--- src/rtl/lif_neuron_update_macros.svh ---
// assertion macros for the lif neuron update block
// expects clk and rst in the scope of each use
`ifndef LIF_NEURON_UPDATE_MACROS_SVH
`define LIF_NEURON_UPDATE_MACROS_SVH

// same-cycle implication
`define LIF_ASSERT_IMP(lbl, ante, cons) \
  lbl: assert property (@(posedge clk) disable iff (rst) (ante) |-> (cons)) \
    else $error("lif_neuron_update: check failed");

// next-cycle implication
`define LIF_ASSERT_NXT(lbl, ante, cons) \
  lbl: assert property (@(posedge clk) disable iff (rst) (ante) |=> (cons)) \
    else $error("lif_neuron_update: check failed");

`endif

--- src/rtl/lif_pkg.sv ---
// shared constants, types and saturating fixed-point helpers
// no dependencies
package lif_pkg;

  localparam int DATA_W = 32;
  localparam int FRAC_W = 15;
  localparam int LANE_W = 2;                 // fields carried per lane
  localparam int MUL_W  = DATA_W + 1;        // signed operand width
  localparam int PROD_W = 2 * MUL_W;

  localparam int NUM_EXC = 2;
  localparam int NUM_INH = 2;
  localparam int EXC_USED = (NUM_EXC > LANE_W) ? LANE_W : ((NUM_EXC < 0) ? 0 : NUM_EXC);
  localparam int INH_USED = (NUM_INH > LANE_W) ? LANE_W : ((NUM_INH < 0) ? 0 : NUM_INH);
  localparam logic [LANE_W-1:0] EXC_MASK = LANE_W'((1 << EXC_USED) - 1);
  localparam logic [LANE_W-1:0] INH_MASK = LANE_W'((1 << INH_USED) - 1);

  localparam logic signed [DATA_W-1:0] S_MAX = {1'b0, {(DATA_W-1){1'b1}}};
  localparam logic signed [DATA_W-1:0] S_MIN = {1'b1, {(DATA_W-1){1'b0}}};

  typedef logic signed [DATA_W-1:0] fix_t;
  typedef logic signed [PROD_W-1:0] prod_t;

  typedef struct packed {
    logic                    en;
    logic signed [MUL_W-1:0] a;
    logic signed [MUL_W-1:0] b;
  } mul_req_t;

  function automatic fix_t sat_add(input fix_t a, input fix_t b);
    logic signed [DATA_W:0] s;
    s = {a[DATA_W-1], a} + {b[DATA_W-1], b};
    if (s[DATA_W] == s[DATA_W-1]) return s[DATA_W-1:0];
    return s[DATA_W] ? S_MIN : S_MAX;
  endfunction

  function automatic fix_t sat_sub(input fix_t a, input fix_t b);
    logic signed [DATA_W:0] s;
    s = {a[DATA_W-1], a} - {b[DATA_W-1], b};
    if (s[DATA_W] == s[DATA_W-1]) return s[DATA_W-1:0];
    return s[DATA_W] ? S_MIN : S_MAX;
  endfunction

  // drop fraction bits (floor), then saturate
  function automatic fix_t prod_to_fix(input prod_t p);
    logic [PROD_W-FRAC_W-1:0] q;
    logic [PROD_W-FRAC_W-DATA_W:0] top;
    q = p[PROD_W-1:FRAC_W];
    top = q[PROD_W-FRAC_W-1:DATA_W-1];
    if ((&top) || !(|top)) return q[DATA_W-1:0];
    return q[PROD_W-FRAC_W-1] ? S_MIN : S_MAX;
  endfunction

endpackage

--- src/rtl/lif_sum_lane.sv ---
// one input lane: saturating sum of the synaptic currents of one kind
// depends on lif_pkg
module lif_sum_lane (
  input  logic                clk,
  input  logic                load,
  input  lif_pkg::fix_t       vals [lif_pkg::LANE_W],
  input  logic [lif_pkg::LANE_W-1:0] use_mask,
  output lif_pkg::fix_t       sum
);

  lif_pkg::fix_t acc;

  always_comb begin
    acc = '0;
    for (int i = 0; i < lif_pkg::LANE_W; i++) begin
      if (use_mask[i]) acc = lif_pkg::sat_add(acc, vals[i]);
    end
  end

  always_ff @(posedge clk) begin
    if (load) sum <= acc;
  end

endmodule

--- config.mk ---
export PLATFORM = sky130hd
export DESIGN_NAME = lif_sum_lane
export DESIGN_NICKNAME = d
export VERILOG_FILES = /design/src/rtl/lif_neuron_update_macros.svh /design/src/rtl/lif_pkg.sv /design/src/rtl/lif_sum_lane.sv
export SDC_FILE = /design/constraint.sdc
export NUM_CORES = 1
export LEC_CHECK = 0
export ABC_AREA = 1
export BUFFER_PORTS_ARGS = -buffer_cell sky130_fd_sc_hd__buf_4
export CAP_MARGIN = 20
export CORE_ASPECT_RATIO = 0.6
export CORE_UTILIZATION = 55
export DETAILED_ROUTE_END_ITERATION = 6
export PLACE_DENSITY = 0.92
export SYNTH_ARGS = -nofsm -noshare
export SYNTH_HDL_FRONTEND = slang
export SYNTH_SLANG_ARGS = --single-unit
export TNS_END_PERCENT = 100
--- constraint.sdc ---
create_clock -name clk -period 3.2 [get_ports clk]
set_input_delay 0.32 -clock clk [delete_from_list [all_inputs] [get_ports clk]]
set_output_delay 0.32 -clock clk [all_outputs]
set_load 0.005 [all_outputs]
======== Yosys cells after proc, flatten, opt, wreduce, memory -nomap -nowiden ========
Cells that the tools add are included.
storage, ports and cells
  flip-flop bits (word level) ............. 32
  bits of input ports ..................... 68
  output and inout port bits .............. 32
  logic and storage cells ................. 13
cells by class
  add/sub/neg operators ................... 1
  equality and inequality tests ........... 1
  multiplexer cells ....................... 10
operators with widths
  operator        count
  $mux 32         7
  $add 32x32->33  1
  $mux 1          3
  $eq 1x1->1      1

======== Logic depth before layout (Yosys ltp) ========
  depth in word-level cells ............... 9
  depth in mapped cells ................... 20
  depth with buffers taken out ............ 19

======== Worst setup path after synthesis ========
No wires, ideal clock.
  path type ............................... input -> register
  start point ............................. input port use_mask[0] (netlist name)
  end point ............................... register sum[10], data pin
  library setup time ...................... 0.256 ns
  data arrival time ....................... 2.187 ns
  data required time ...................... 2.944 ns
  setup slack ............................. 0.756 ns
  stages on the path ...................... 16
  buffers on the path ..................... 2
  cells stage by stage .................... clkbuf_1 > nand2_1 > inv_1 > ha_1 > or2_1 > nand3_1 > nand2_2 > nand2_1 > nand2_2 > nand2_2 > nand2_1 > nand2_1 > nand2_2 > a21oi_4 > buf_6 > a21oi_2
on the way
  longest elaborated chain between the ends .. 7
  elaborated cells between the ends (all ways) .. 9
  those cells by class .................... add/sub (1); eq/ne (1); mux (7)
RTL lines
  item                  RTL line            RTL
  from (decl)           lif_sum_lane.sv:7   input logic [lif_pkg::LANE_W-1:0] use_mask,
  $mux 32 (*)           lif_sum_lane.sv:16  if (use_mask[i]) acc = lif_pkg::sat_add(acc, vals[i]);
  $add 32x32->33        lif_pkg.sv:32       s = {a[DATA_W-1], a} + {b[DATA_W-1], b};
  $eq 1x1->1            lif_pkg.sv:33       if (s[DATA_W] == s[DATA_W-1]) return s[DATA_W-1:0];
  $mux 1                lif_pkg.sv:33
  $mux 1                lif_sum_lane.sv:16
  $mux 32               lif_pkg.sv:34       return s[DATA_W] ? S_MIN : S_MAX;
  $mux 32 (*)           lif_sum_lane.sv:16
  via acc[10]           lif_sum_lane.sv:11  lif_pkg::fix_t acc;
  to (signal assigned)  lif_sum_lane.sv:21  if (load) sum <= acc;
  to (decl)             lif_sum_lane.sv:8   output lif_pkg::fix_t sum
Mark *: on every way through the listed nets, which the timed path passes. The rest lies on a longest branch. The select of a mux whose other input is x is not followed.
A chain may end at the register's enable or synchronous reset.

======== Worst setup path in the final report ========
  start point ............................. input port use_mask[0] (netlist name)
  end point ............................... register sum[23], data pin
Same word-level chain as after synthesis.

==> out/results.ini <==
[timing]
max_freq_mhz = 350
hold_viol = 0
setup_viol_count_final = 0
tns_ns = 0
fin_ws_ns = 0.346
worst_pin_slew_ns = 0.400
fin_crit_sh = 0.892
final-max-slew-violation-count = 0
rsz0062_at_grt = no
slew_headroom = 0.734
fin_crit_ns = 2.85

[synthesis]
netlist_area_mm2 = 0.00398
ys_types = 26
synth_nets = 750
synthCells = 649
seq_area_frac_synth = 0.241
ys_warn_count = 0
ys_ff_latch = 32
synth_top_cell_area_share = 0.241
yosysTopAreaCell = edfxtp_1
synthTopCellsByArea = edfxtp_1 24%, nand2_1 22%, ha_1 10%
avgSynthCellArea_um2 = 6.14

[outcome]
violations = design-rule violations
outcome = complete, but fails checks

[global_route]
grt_max_degree = 33
grt_use_met1 = 0.497
grt_pass1_vias = 4028
grt.total_usage = 0.352
use_met2 = 0.489
use_met3 = 0.148
grt_antenna_before_repair = 0
grt_pass1_wl_mm = 20.1
grt_remaining_overflow = 0
grt_busiest_layer = met1

[hold_path]
min_path_type = in -> reg
worstHoldStart = load
worstHoldPathCells = 1

[clocking]
cts_tree = done
cts_sinks = 32
htreeDepth = 2
clk_path_buf_depth = 2
cts_root_buffer = clkbuf_16
numCtsBuffers = 5
clk_pin_slew_ns = 0.05
cts_setup_buffers = 0

[critical_path]
cp-end-kind = register
path_class = in -> reg
worstPathRequired_ns = 3.28
critPathMaxFanout = 31
crit_arrival_ns = 2.93
startpoint_type = input port
critPathLaunch = use_mask[0]

[floorplanning]
num_rows = 23
start_util = 0.584
die_h_um = 67.9
io_pins = 100
core_mm2 = 0.00682
die_w_um = 112
die-area_mm2 = 0.00760

[power_and_ir_drop]
ir_worst_vdd_uv = 181
powerDensity_mw_per_mm2 = 361
finalPower_uw = 1780
p_leak_uw = 0.00285

[drt]
vias = 4564
drt-total-wl_mm = 13.0
final_antenna_net_count = 0
drt-pass1-iter-count = 7
drcViolationCount = 9
via_per_inst = 5.48
wire_per_inst_um = 15.6
drt_iter0_markers = 411

[place]
dpl.hpwl_mm = 11.0
io_buffers = 99
dp_slack_ns = 0.0494
globalplace.congestion = 1.00

[finish]
final_cell_mix = 232 x nand2_1, 105 x inv_1, 101 x buf_4, 77 x nor2_1, 51 x a21oi_1
largest_reg_flops = 32
drive_above_1_share = 0.178
largest_register = sum
final_common_cell = nand2_1
syn2layout_area_growth_pct = 23.5
fin_nets = 847
top_regs = sum: 32 flops
antenna_cells = 0

[run]
drv_cap = 0

cell families after synthesis:
kind of cell,after synthesis,synth area share
fa+ha+maj,33,0.106
xor+xnor,18,0.0396
flops,32,0.241
simple gates,366,0.369
buf+inv,119,0.123
compound gates,81,0.122
synth_stat cells, drive strengths merged:
cell	count
a21o	1
a21oi	64
buf	6
clkbuf	6
edfxtp	32
fa	1
ha	32
inv	107
nand2	241
nand3	35
nand3b	1
nand4	2
nor2	78
nor3	5
nor4	1
o21ai	8
o21bai	8
or2	3
xnor2	6
xor2	12
critical path, stage by stage:
cell	delay, ns
buf_4	0.22
buf_4	0.22
nand2_1	0.06
inv_1	0.12
ha_1	0.31
nand2_1	0.12
inv_1	0.05
a21oi_1	0.21
nand2_2	0.11
nand2_1	0.10
nand2_2	0.09
nand2_2	0.11
nand2_1	0.08
nand2_1	0.06
nand2_1	0.09
nand2_4	0.27
nand2_1	0.10
a21oi_1	0.28
timing repair:
action,4_1_cts,5_1_grt
hold buffers,0,0
setup endpoints to repair,0,1
resized for setup,0,1
metrics by stage:
stage                      util  instance area [um^2]  hold slack (ns)  cells
final                     0.721                  4920            0.497    833
after global routing      0.721                  4920            0.510    833
after CTS                 0.720                  4910            0.495    833
after detailed placement  0.701                  4780            0.716    826
after global placement    0.701                  4780            0.716    826
after floorplan               -                  3980            0.432    649
routing by layer:
layer	routed length (um)	share of wire
met1	5880	0.45
met4	162	0.012
met5	0	0
met2	4870	0.37
met3	2100	0.16
where the power goes:
part	total, uW	internal, uW	leakage, uW	switching [uW]
logic	789	309	0.00247	480
registers	547	532	0.000313	15.1
clock network	442	277	0.0000648	164
final timing paths:
kind | endpoint | slack, ns
worst max-delay path | sum[23] | 0.35
worst min-delay path | sum[20] | 0.50
area by class of cell:
type | instances | area (um^2)
Clock buffer | 5 | 125
Fill cell | 536 | 1900
Timing Repair Buffer | 102 | 778
Clock inverter | 2 | 7.51
Sequential cell | 32 | 961
Multi-Input combinational cell | 498 | 2530
Inverter | 107 | 402
Tap cell | 87 | 109
(Power assumes the default switching activity.)
