$ cat src/rtl/lif_neuron_update_macros.svh
// assertion macros for the lif neuron update block
// expects clk and rst in the scope of each use
`ifndef LIF_NEURON_UPDATE_MACROS_SVH
`define LIF_NEURON_UPDATE_MACROS_SVH

// same-cycle implication
`define LIF_ASSERT_IMP(lbl, ante, cons) \
  lbl: assert property (@(posedge clk) disable iff (rst) (ante) |-> (cons)) \
    else $error("lif_neuron_update: check failed");

// next-cycle implication
`define LIF_ASSERT_NXT(lbl, ante, cons) \
  lbl: assert property (@(posedge clk) disable iff (rst) (ante) |=> (cons)) \
    else $error("lif_neuron_update: check failed");

`endif

$ cat src/rtl/lif_pkg.sv
// shared constants, types and saturating fixed-point helpers
// no dependencies
package lif_pkg;

  localparam int DATA_W = 32;
  localparam int FRAC_W = 15;
  localparam int LANE_W = 2;                 // fields carried per lane
  localparam int MUL_W  = DATA_W + 1;        // signed operand width
  localparam int PROD_W = 2 * MUL_W;

  localparam int NUM_EXC = 2;
  localparam int NUM_INH = 2;
  localparam int EXC_USED = (NUM_EXC > LANE_W) ? LANE_W : ((NUM_EXC < 0) ? 0 : NUM_EXC);
  localparam int INH_USED = (NUM_INH > LANE_W) ? LANE_W : ((NUM_INH < 0) ? 0 : NUM_INH);
  localparam logic [LANE_W-1:0] EXC_MASK = LANE_W'((1 << EXC_USED) - 1);
  localparam logic [LANE_W-1:0] INH_MASK = LANE_W'((1 << INH_USED) - 1);

  localparam logic signed [DATA_W-1:0] S_MAX = {1'b0, {(DATA_W-1){1'b1}}};
  localparam logic signed [DATA_W-1:0] S_MIN = {1'b1, {(DATA_W-1){1'b0}}};

  typedef logic signed [DATA_W-1:0] fix_t;
  typedef logic signed [PROD_W-1:0] prod_t;

  typedef struct packed {
    logic                    en;
    logic signed [MUL_W-1:0] a;
    logic signed [MUL_W-1:0] b;
  } mul_req_t;

  function automatic fix_t sat_add(input fix_t a, input fix_t b);
    logic signed [DATA_W:0] s;
    s = {a[DATA_W-1], a} + {b[DATA_W-1], b};
    if (s[DATA_W] == s[DATA_W-1]) return s[DATA_W-1:0];
    return s[DATA_W] ? S_MIN : S_MAX;
  endfunction

  function automatic fix_t sat_sub(input fix_t a, input fix_t b);
    logic signed [DATA_W:0] s;
    s = {a[DATA_W-1], a} - {b[DATA_W-1], b};
    if (s[DATA_W] == s[DATA_W-1]) return s[DATA_W-1:0];
    return s[DATA_W] ? S_MIN : S_MAX;
  endfunction

  // drop fraction bits (floor), then saturate
  function automatic fix_t prod_to_fix(input prod_t p);
    logic [PROD_W-FRAC_W-1:0] q;
    logic [PROD_W-FRAC_W-DATA_W:0] top;
    q = p[PROD_W-1:FRAC_W];
    top = q[PROD_W-FRAC_W-1:DATA_W-1];
    if ((&top) || !(|top)) return q[DATA_W-1:0];
    return q[PROD_W-FRAC_W-1] ? S_MIN : S_MAX;
  endfunction

endpackage

$ cat src/rtl/lif_mul.sv
// shared signed multiplier with registered product
// depends on lif_pkg
module lif_mul (
  input  logic              clk,
  input  lif_pkg::mul_req_t req,
  output lif_pkg::prod_t    prod
);

  always_ff @(posedge clk) begin
    if (req.en) prod <= req.a * req.b;
  end

endmodule
$ cat config.mk
export PLATFORM = sky130hd
export DESIGN_NAME = lif_mul
export DESIGN_NICKNAME = d
export VERILOG_FILES = /design/src/rtl/lif_neuron_update_macros.svh /design/src/rtl/lif_pkg.sv /design/src/rtl/lif_mul.sv
export SDC_FILE = /design/constraint.sdc
export NUM_CORES = 2
export LEC_CHECK = 0
export BUFFER_PORTS_ARGS = -buffer_cell sky130_fd_sc_hd__buf_4
export CORE_MARGIN = 2
export CORE_UTILIZATION = 60
export CTS_CLUSTER_DIAMETER = 80
export CTS_CLUSTER_SIZE = 25
export DETAILED_ROUTE_END_ITERATION = 10
export PLACE_DENSITY = 0.83
export SLEW_MARGIN = 20
export SYNTH_ARGS = -nofsm -noshare
export SYNTH_HDL_FRONTEND = slang
export SYNTH_SLANG_ARGS = --single-unit
$ cat constraint.sdc
create_clock -name clk -period 8.35 [get_ports clk]
set_clock_uncertainty 0.15 [all_clocks]
set_input_delay 0.835 -clock clk [delete_from_list [all_inputs] [get_ports clk]]
set_output_delay 0.835 -clock clk [all_outputs]
set_load 0.03 [all_outputs]
Word level (Yosys, flattened, before mapping)
Cells that the tools add are included.

Multipliers: 1.

Operators with widths (count): multiplier 33 x 33 -> 66 bit (1).

Output and inout bits: 66. Bits of input ports: 68. Logic and storage cells: 2. Register bits after elaboration: 66.

Longest topological paths before layout
Depth after elaboration: 1. Gate-level depth with buffers: 27. Gate-level depth less buffers: 26.

Least setup slack after synthesis
Ideal clock, no wire load.

Path kind: in2reg. Start: input port req[65] in the netlist's numbering. End: register prod[62] (data pin). Data required time: 7.931 ns. Setup time: 0.269 ns. Slack: 0.000 ns. Cell stages on the path: 23. Arrival time: 7.931 ns. Path buffers: 2. Path through: clkbuf_1 > nand2_1 > inv_1 > fa_1 > fa_1 > fa_1 > fa_1 > fa_1 > fa_1 > fa_1 > inv_1 > fa_1 > inv_1 > ha_1 > clkbuf_1 > and3_1 > nand3_1 > nand2b_1 > a2111oi_4 > a211oi_4 > a21o_2 > a211oi_2 > a211oi_2.

Longest elaborated chain between the ends: 1.

RTL lines: from (decl) (RTL line lif_mul.sv:5) `input lif_pkg::mul_req_t req,`; multiplier 33 x 33 -> 66 bit (RTL line lif_mul.sv:10) `if (req.en) prod <= req.a * req.b;`; to (signal assigned) (RTL line lif_mul.sv:10); to (decl) (RTL line lif_mul.sv:6) `output lif_pkg::prod_t prod`.

Every way passes these cells. A chain may end at the register's enable or synchronous reset.

Worst setup path after layout
Start: input port req[47] in the netlist's numbering. End: register prod[58] (data pin).

Same word-level chain as after synthesis.

==> flow_metrics.py <==
metrics = {
    "status": {
        "status": "finished clean",
    },
    "route": {
        "drtIter0Drc": 1975,
        "first_pass_iters": 5,
        "vias_per_cell": 5.610,
        "wl_per_cell_microns": 20.31,
        "drtAntennaViolNets": 0,
        "vias": 29760,
        "drc": 0,
        "wirelength_mm": 107.8,
    },
    "synthesis": {
        "synth.distinct_cells": 80,
        "seq_area_frac_synth_pct": 4.788,
        "synth-seq-cells": 66,
        "synth_cells": 4338,
        "synthArstFlopShare_pct": 0,
        "yosysWarnings": 0,
        "synth.cell_area_sq_um": 41390,
        "ys.flop_type": "edfxtp_1",
        "synth_area_per_cell_sq_um": 9.542,
        "syn_nets": 5768,
        "synth_edf_count": 66,
    },
    "placement": {
        "place_area_sq_um": 43900,
        "place_congestion": 0.9432,
        "portBuffers": 133,
        "hpwl_mm": 93.32,
    },
    "global_routing": {
        "grt_pass1_vias": 33700,
        "globalRouteTotalUtil_pct": 32.34,
        "grt_start_max_net_pins": 58,
        "use_met3_pct": 4.309,
        "antenna_found_initial": 3,
        "grt_use_met2_pct": 56.07,
        "grt-ovfl-total": 0,
        "grt_pass1_wl_mm": 175.4,
        "busiest_layer": "met2",
        "use_met1_pct": 36.12,
    },
    "clock_network": {
        "ctsRootBufferMaster": "clkbuf_16",
        "clockBufferDepth": 2,
        "clock-sinks": 66,
        "clkTransAtPathRegs_ns": 0.06,
        "cts_tree": "done",
        "htreeDepth": 3,
        "cts_buffers": 9,
        "postCtsSetupRepairBufs": 0,
    },
    "sta": {
        "tightestPinTransition_ns": 0.8135,
        "slew_headroom_pct": 45.77,
        "hold_viol_final": 0,
        "slew_viol_final": 0,
        "finalSetupViolCount": 0,
        "fin_crit_sh_pct": 96.83,
        "fin_crit_ns": 8.085,
        "rsz0062_at_grt": "no",
        "clock.fmax_mhz": 123.7,
    },
    "finish": {
        "final_util_pct": 64.56,
        "layout-drive-gt1-share_pct": 7.604,
        "nets": 5845,
        "top_regs": "prod: 66 flops",
        "max_flop_register": "prod",
        "largest_register_ffs": 66,
        "area_growth_syn_to_layout_pct": 6.780,
        "final_cell_area_sq_um": 44200,
    },
    "setup_path": {
        "cp-start-kind": "primary input",
        "critPathKind": "in2reg",
        "cp_slowest_cell": "fa_1",
        "crit_required_ns": 8.30,
        "path_cells": "buf_4 -> and2_1 -> fa_1 -> inv_1 -> fa_1 -> fa_1 -> inv_1 -> fa_1 -> fa_1 -> fa_1 -> fa_1 -> inv_1 -> fa_1 -> inv_1 -> ha_1 -> a21oi_1 -> o21ai_1 -> a311o_1 -> a31o_1 -> a211oi_4 -> buf_4 -> a21oi_2 -> nor4b_2 -> a311oi_1",
        "crit_fanout": 30,
        "worst_path_largest_cell_delay_ns": 0.67,
        "crit_top_cell": "fa_1",
        "cp.arrival_ns": 8.04,
        "path_buf_inv": 6,
        "critPathCaptureType": "flop",
        "cp_top_family": "adder cells",
    },
    "floorplan": {
        "die_h_microns": 266.7,
        "io_pins": 134,
        "die_area_sq_um": 71110,
        "num_rows": 96,
        "core_area_sq_um": 68470,
        "die_w_microns": 266.7,
        "start_util_pct": 60.46,
    },
    "worst_hold_path": {
        "min_path_type": "in2reg",
    },
    "run": {
        "cap_violations": 0,
    },
}
## layer usage
metal  up-vias  share of wire, %  wire length [microns]
met3       485               5.9                   6382
li1      12550                 -                      -
met4         0               9.4                  10090
met1     15340                33                  35180
met5         -                 0                      0
met2      1393                52                  56110
## layout by cell type, fill, tap and decap left out, types with 3 or more instances in the layout
cell       netlist  final
nor2b_1          5      5
edfxtp_1        66     66
o21bai_1        11     11
a31oi_1          8      8
buf_6            1      3
clkinv_1         0      3
o21ai_0         25     25
diode_2          0      4
a21oi_2          3      3
nand2b_1        12     12
xor2_1          25     25
o21ai_1          6      6
and2_1         562    562
o31ai_4          3      3
ha_1           217    217
a21o_1          36     36
and3_1           5      5
or3_1            3      3
nand4_1         11     11
inv_1         1131   1131
a211oi_2         3      3
xnor2_1         43     43
clkbuf_16        0      9
nor3_1           7      7
or2_2            3      3
a21oi_1         57     57
o211ai_1         4      4
nand2_1        551    551
a211o_1          6      6
nand3_1         25     25
buf_4            0    276
and4_1           5      5
a211oi_1         7      7
o21a_1           6      6
nor2_1          68     68
fa_1          1145   1144
buf_12           0      8
## worst paths after layout
kind,startpoint,cells after the start,to,slack [ns]
hold / removal,req[66],1,prod[65],0.65
setup / recovery,req[47],24,prod[58],0.26
## repair_timing
action	CTS	global route
hold buffers	0	0
endpoints found under the setup margin	0	2
resized for setup	0	3
## area by class of cell
type	instances	area, sq um
Antenna cell	4	10.01
Multi-Input combinational cell	2920	34320
Inverter	1131	4245
Clock inverter	5	46.29
Clock buffer	10	229.0
Sequential cell	66	1982
Fill cell	5286	24260
Tap cell	882	1104
Timing Repair Buffer	287	2266
## cell usage after synthesis, types with 4 or more instances
library cell	count	area, sq um
a211o_1	6	52.55
a211oi_1	7	52.55
a21o_1	36	270.3
a21oi_1	57	285.3
a31oi_1	8	50.05
and2_1	562	3516
and3_1	5	31.28
and4_1	5	43.79
buf_2	11	55.05
clkbuf_1	208	780.8
edfxtp_1	66	1982
fa_1	1145	22920
ha_1	217	2715
inv_1	1131	4245
nand2_1	551	2068
nand2b_1	12	75.07
nand3_1	25	125.1
nand4_1	11	68.82
nor2_1	68	255.2
nor2b_1	5	31.28
nor3_1	7	35.03
o211ai_1	4	30.03
o21a_1	6	45.04
o21ai_0	25	125.1
o21ai_1	6	30.03
o21bai_1	11	82.58
xnor2_1	43	376.6
xor2_1	25	219.0
## logic make-up after synthesis
group | after synthesis | share of synthesized area [%]
AO/OA/AOI/OAI | 219 | 4.002
buffers and inverters | 1352 | 12.31
XOR/XNOR | 68 | 1.439
AND/OR/NAND/NOR | 1271 | 15.53
adder cells (fa/ha/maj) | 1362 | 61.93
flip-flops | 66 | 4.788
## metrics by stage
stage	setup slack [ns]	instances	setup TNS, ns	hold slack [ns]
3_5_place_dp	-0.09333	5286	-0.09979	1.009
6_report	0.2649	5305	0	0.6463
2_1_floorplan	0.2189	4338	0	0.7975
4_1_cts	0.2982	5301	0	0.6254
5_1_grt	0.03362	5304	0	0.6438
3_3_place_gp	-0.06525	5286	-0.1140	1.015
Power is not shown: default switching activity piles up to over one toggle a cycle in this logic, so the estimate is an artifact.
