## config.mk

```make
export PLATFORM = sky130hd
export DESIGN_NAME = lif_merge
export DESIGN_NICKNAME = d
export VERILOG_FILES = /design/src/rtl/lif_neuron_update_macros.svh /design/src/rtl/lif_pkg.sv /design/src/rtl/lif_merge.sv
export SDC_FILE = /design/constraint.sdc
export NUM_CORES = 1
export LEC_CHECK = 0
export ABC_AREA = 1
export BUFFER_PORTS_ARGS = -buffer_cell sky130_fd_sc_hd__clkbuf_2
export CELL_PAD_IN_SITES_DETAIL_PLACEMENT = 1
export CELL_PAD_IN_SITES_GLOBAL_PLACEMENT = 1
export CORE_MARGIN = 2
export CORE_UTILIZATION = 39
export CTS_CLUSTER_DIAMETER = 50
export CTS_CLUSTER_SIZE = 14
export DETAILED_ROUTE_END_ITERATION = 6
export PLACE_DENSITY_LB_ADDON = 0.1
export SLEW_MARGIN = 20
export SYNTH_ARGS = -nofsm -noshare
export SYNTH_HDL_FRONTEND = slang
export SYNTH_SLANG_ARGS = --single-unit
```

## constraint.sdc

```tcl
create_clock -name clk -period 7.2 [get_ports clk]
set_clock_uncertainty 0.05 [all_clocks]
set_input_delay 0.72 -clock clk [delete_from_list [all_inputs] [get_ports clk]]
set_output_delay 0.72 -clock clk [all_outputs]
set_load 0.01 [all_outputs]
```

## src/rtl/lif_neuron_update_macros.svh

```systemverilog
// assertion macros for the lif neuron update block
// expects clk and rst in the scope of each use
`ifndef LIF_NEURON_UPDATE_MACROS_SVH
`define LIF_NEURON_UPDATE_MACROS_SVH

// same-cycle implication
`define LIF_ASSERT_IMP(lbl, ante, cons) \
  lbl: assert property (@(posedge clk) disable iff (rst) (ante) |-> (cons)) \
    else $error("lif_neuron_update: check failed");

// next-cycle implication
`define LIF_ASSERT_NXT(lbl, ante, cons) \
  lbl: assert property (@(posedge clk) disable iff (rst) (ante) |=> (cons)) \
    else $error("lif_neuron_update: check failed");

`endif

```

## src/rtl/lif_pkg.sv

```systemverilog
// shared constants, types and saturating fixed-point helpers
// no dependencies
package lif_pkg;

  localparam int DATA_W = 32;
  localparam int FRAC_W = 15;
  localparam int LANE_W = 2;                 // fields carried per lane
  localparam int MUL_W  = DATA_W + 1;        // signed operand width
  localparam int PROD_W = 2 * MUL_W;

  localparam int NUM_EXC = 2;
  localparam int NUM_INH = 2;
  localparam int EXC_USED = (NUM_EXC > LANE_W) ? LANE_W : ((NUM_EXC < 0) ? 0 : NUM_EXC);
  localparam int INH_USED = (NUM_INH > LANE_W) ? LANE_W : ((NUM_INH < 0) ? 0 : NUM_INH);
  localparam logic [LANE_W-1:0] EXC_MASK = LANE_W'((1 << EXC_USED) - 1);
  localparam logic [LANE_W-1:0] INH_MASK = LANE_W'((1 << INH_USED) - 1);

  localparam logic signed [DATA_W-1:0] S_MAX = {1'b0, {(DATA_W-1){1'b1}}};
  localparam logic signed [DATA_W-1:0] S_MIN = {1'b1, {(DATA_W-1){1'b0}}};

  typedef logic signed [DATA_W-1:0] fix_t;
  typedef logic signed [PROD_W-1:0] prod_t;

  typedef struct packed {
    logic                    en;
    logic signed [MUL_W-1:0] a;
    logic signed [MUL_W-1:0] b;
  } mul_req_t;

  function automatic fix_t sat_add(input fix_t a, input fix_t b);
    logic signed [DATA_W:0] s;
    s = {a[DATA_W-1], a} + {b[DATA_W-1], b};
    if (s[DATA_W] == s[DATA_W-1]) return s[DATA_W-1:0];
    return s[DATA_W] ? S_MIN : S_MAX;
  endfunction

  function automatic fix_t sat_sub(input fix_t a, input fix_t b);
    logic signed [DATA_W:0] s;
    s = {a[DATA_W-1], a} - {b[DATA_W-1], b};
    if (s[DATA_W] == s[DATA_W-1]) return s[DATA_W-1:0];
    return s[DATA_W] ? S_MIN : S_MAX;
  endfunction

  // drop fraction bits (floor), then saturate
  function automatic fix_t prod_to_fix(input prod_t p);
    logic [PROD_W-FRAC_W-1:0] q;
    logic [PROD_W-FRAC_W-DATA_W:0] top;
    q = p[PROD_W-1:FRAC_W];
    top = q[PROD_W-FRAC_W-1:DATA_W-1];
    if ((&top) || !(|top)) return q[DATA_W-1:0];
    return q[PROD_W-FRAC_W-1] ? S_MIN : S_MAX;
  endfunction

endpackage

```

## src/rtl/lif_merge.sv

```systemverilog
// merges the lane sums with bias and offset into the input current
// depends on lif_pkg
module lif_merge (
  input  logic          clk,
  input  logic          load,
  input  lif_pkg::fix_t exc_sum,
  input  lif_pkg::fix_t inh_sum,
  input  lif_pkg::fix_t bias,
  input  lif_pkg::fix_t offset,
  output lif_pkg::fix_t current
);

  lif_pkg::fix_t c0, c1, c2;

  always_comb begin
    c0 = lif_pkg::sat_sub(exc_sum, inh_sum);
    c1 = lif_pkg::sat_add(c0, bias);
    c2 = lif_pkg::sat_add(c1, offset);
  end

  always_ff @(posedge clk) begin
    if (load) current <= c2;
  end

endmodule

```

# After elaboration in Yosys (flattened, before gate mapping)
# Index checks and enable logic that the tools add are counted.
[word_totals]
inputBits = 130
register_bits = 32
output_inout_bits = 32
[classes]
addsub = 3
n_mux = 12
n_eq_ne = 3
[ops]
columns = ["cell", "count"]
rows = [
  ["$mux W32", 9],
  ["$add A32 B32 Y33", 2],
  ["$sub A32 B32 Y33", 1],
  ["$eq A1 B1 Y1", 3],
  ["$mux W1", 3],
]

# Depth between registers and ports, before layout
[depth]
ltp_word = 12
ltp_mapped = 50
mapped_depth_nobuf = 49

# Worst setup path after synthesis
# Ideal clock, no wire load.
[synth_path]
kind = "input -> register"
start = "input exc_sum[0]"
end = "register current[21] (data pin)"
path_stages = 46
setup_ns = 0.269
slack_ns = 1.156
path_buffers = 2
arrival_time_ns = 5.725
cell_sequence = "inv_1 ha_1 inv_1 fa_1 nand2_1 nand2_1 nand3b_1 nand2_1 nand2_1 nand2_2 nand2_2 nand3_1 nand2_4 nand2_4 buf_6 nand2_1 ha_1 inv_1 [10 not listed] nand2_2 nand2_1 buf_6 nand2_1 ha_1 fa_1 nand2_1 nand2_1 nand3_1 nand2_1 nand2_1 nand2_2 nand2_1 nand2_1 nand2_1 nand2_1 nor2_1 o21ai_0"
[synth_via]
elab_chain_cells = 12
word_cells_on_any_way = 18
cone_classes = "add/sub: 3; eq/ne: 3; mux: 12"
[synth_rtl]
columns = ["item", "line_no", "rtl"]
rows = [
  ["start: declaration", "lif_merge.sv:6", "input lif_pkg::fix_t exc_sum,"],
  ["$sub A32 B32 Y33 *", "lif_pkg.sv:39", "s = {a[DATA_W-1], a} - {b[DATA_W-1], b};"],
  ["$eq A1 B1 Y1", "lif_pkg.sv:40", "if (s[DATA_W] == s[DATA_W-1]) return s[DATA_W-1:0];"],
  ["$mux W1", "lif_pkg.sv:40", ""],
  ["$mux W32 *", "lif_pkg.sv:41", "return s[DATA_W] ? S_MIN : S_MAX;"],
  ["$add A32 B32 Y33 *", "lif_pkg.sv:32", "s = {a[DATA_W-1], a} + {b[DATA_W-1], b};"],
  ["$eq A1 B1 Y1", "lif_pkg.sv:33", "if (s[DATA_W] == s[DATA_W-1]) return s[DATA_W-1:0];"],
  ["$mux W1", "lif_pkg.sv:33", ""],
  ["$mux W32 *", "lif_pkg.sv:34", "return s[DATA_W] ? S_MIN : S_MAX;"],
  ["$add A32 B32 Y33 *", "lif_pkg.sv:32", ""],
  ["$eq A1 B1 Y1", "lif_pkg.sv:33", ""],
  ["$mux W1", "lif_pkg.sv:33", ""],
  ["$mux W32 *", "lif_pkg.sv:34", ""],
  ["net c2[21]", "lif_merge.sv:13", "lif_pkg::fix_t c0, c1, c2;"],
  ["end signal: assignment", "lif_merge.sv:22", "if (load) current <= c2;"],
  ["end: declaration", "lif_merge.sv:10", "output lif_pkg::fix_t current"],
]
# The timed path passes the listed nets; every way through them passes the cells marked *. The select of a mux whose other input is x is not followed.
# A chain may end at the register's enable or synchronous reset.

# Worst setup path in the final report
# Ends and elaborated chain as after synthesis.

==> impl_metrics.ini <==
[outcome]
status = complete, no violations

[yosys]
synth.area.mux_share = 0
synthCells = 1535
synth_compound_area_frac = 0.1344
synthAdderAreaFrac = 0.1491
synth_top_family_by_area = simple AND/OR/NAND/NOR gates
yosys.area_share.simple = 0.4334
yosysSeqAreaShare = 0.1125
synth_seq_cells = 32
syn_area_um2 = 8543
avgSynthCellArea_um2 = 5.566
synth_nets = 1765
synth_cell_types = 31
synth_xor_area_frac = 0.05331
ys_warn_count = 0

[final_layout]
top_register = current
antenna_cells = 0
final_cell_area_um2 = 9853
largest_reg_flops = 32
nNetsFinal = 1924
reg_top3 = current x32
area_growth_syn_to_layout_pct = 15.33
drive_above_1_share = 0.1327

[place]
dp_slack_ns = -0.04875
io_buffers = 161
hpwl_mm = 26.82
gp_congestion = 0.9006
placed_area_um2 = 9623

[global_route]
top_usage_layer = met2
grt_overflow = 0
use_met3 = 0.009412
grt.total_usage = 0.2549
grt_max_degree = 33
grt_pass1_vias = 10480
use_met1 = 0.2819
gr-usage-met2 = 0.5011
antenna_found_initial = 0
grt_pass1_wl_mm = 48.93

[detailed_routing]
vias = 10020
drc = 0
finalWirelength_mm = 30.16
dr.pass1.iters = 4
drtAntennaViolNets = 0
wl_per_cell_um = 15.27
drt_iter0_drc = 278
via_per_inst = 5.071

[hold_path]
worstHoldPathType = in -> reg
hold_end = current[0]
worstHoldStart = offset[0]
min_delay_path_depth = 4

[worst_setup_path]
worst-path-max-fanout = 31
worst_path_most_repeated_cell = nand2_1
worstPathArrival_ns = 6.58
critPathKind = in -> reg
cp-end-kind = flop
critical_path_required_ns = 7.17
crit_path_start_kind = primary input
cp_slowest_stage_delay_ns = 0.42
critPathSlowestCell = fa_1

[floorplan]
core_um2 = 21690
initial_core_util = 0.3939
dieWidth_um = 152.0
die-area_um2 = 23110
die_h_um = 152.0
rows = 54
io_pins = 162

[cts]
cts_tree = yes
clk_path_buf_depth = 2
clk_pin_slew_worst_paths_ns = 0.06
cts_sinks = 32
cts-root-buf = clkbuf_16
hold_buffers = 0
h-tree-depth = 2
cts_buffers = 5

[timing]
grt_setup_unrepaired = no
tns_ns = 0
period_share = 0.9185
final_max_slew_viol_count = 0
finalCriticalPeriod_ns = 6.613
worst_slack_ns = 0.5870
worst_pin_slew_ns = 0.8025
setup-violations-final = 0
slew-limit-headroom = 0.4650
fmax_mhz = 151.2
hold_violations = 0

[power_and_ir_drop]
power_mw = 3.989
ir_drop_v = 0.0001414
leakage_nw = 5.731
p_per_area_nw_per_um2 = 404.8

[flow_run]
cap_violations = 0
==> per-stage QoR <==
step,util,cells,hold slack [ns]
global route,0.4543,1975,0.8797
floorplan,-,1535,0.7825
finish,0.4543,1975,0.8395
detailed placement,0.4437,1966,1.089
global placement,0.4437,1966,1.086
CTS,0.4501,1974,0.8374
==> power by group <==
| part | internal (mW) | total [mW] | switching [mW] |
|---|---|---|---|
| sequential | 0.417 | 0.442 | 0.0257 |
| clock | 0.125 | 0.201 | 0.0758 |
| combinational | 1.17 | 3.35 | 2.18 |
==> layout make-up <==
class,instances,area [um2]
Fill cell,3155,11840
Tap cell,280,350.3
Sequential cell,32,960.9
Timing Repair Buffer,167,888.4
Clock inverter,3,13.76
Inverter,228,855.8
Clock buffer,5,125.1
Multi-Input combinational cell,1260,6659
==> cell usage in the layout, fill, tap and decap left out, types with 5 or more instances in the layout <==
| master | Yosys | routed |
|---|---|---|
| nor3_1 | 14 | 14 |
| o21bai_1 | 17 | 17 |
| ha_1 | 97 | 97 |
| clkbuf_2 | 1 | 161 |
| a21oi_2 | 16 | 17 |
| nand3b_1 | 23 | 23 |
| o21ai_0 | 32 | 32 |
| edfxtp_1 | 32 | 32 |
| inv_1 | 228 | 228 |
| nand2_1 | 602 | 599 |
| xnor2_1 | 29 | 29 |
| clkbuf_16 | 0 | 5 |
| nand2_2 | 17 | 20 |
| nor2_1 | 155 | 155 |
| a21oi_1 | 137 | 135 |
| nand4_1 | 8 | 8 |
| nand3_1 | 68 | 65 |
| xor2_1 | 23 | 23 |
==> cell families after synthesis <==
kind of cell / after synthesis
flip-flops: 32
buffers and inverters: 244
XOR/XNOR: 52
AO/OA/AOI/OAI: 207
AND/OR/NAND/NOR: 900
adder cells (fa/ha/maj): 100
==> how the worst max path moves through the flow <==
stage | start | endpoint | cells past startpoint
final | exc_sum[0] | current[21] | 47
after global routing | inh_sum[22] | current[28] | 41
after CTS | exc_sum[0] | current[9] | 49
after detailed placement | exc_sum[0] | current[9] | 49
after global placement | exc_sum[0] | current[18] | 49
after floorplan | exc_sum[0] | current[21] | 46
==> worst max-delay path, delay by kind of cell <==
| family | cells | cell delay, ns |
|---|---|---|
| compound gates | 2 | 0.18 |
| fa+ha+maj | 5 | 1.53 |
| buf+inv | 8 | 0.86 |
| simple gates | 32 | 3.25 |
==> routing by layer <==
layer,wire [um],up-vias
li1,-,5185
met1,12420,4572
met2,15550,197
met3,756,62
met4,1436,0
met5,0,-
==> repair_timing <==
item,CTS,global route
endpoints found under the setup margin,0,31
buffers inserted,0,0
gates resized for setup,0,16
==> synth_stat cells (all sizes together) <==
cell type	count	share of area
buf	15	0.017
o21bai	17	0.015
nor2	158	0.072
nand3b	23	0.020
ha	97	0.14
nor3	15	0.0094
or2	2	0.0015
xnor2	29	0.030
o21a	2	0.0018
nand3	70	0.042
fa	3	0.0070
nor4	2	0.0015
nand2	622	0.28
clkbuf	1	0.00059
inv	228	0.10
a21oi	153	0.097
nand4	8	0.0059
xor2	23	0.024
edfxtp	32	0.11
o21ai	33	0.019
a21o	2	0.0018
(Power assumes the default switching activity.)
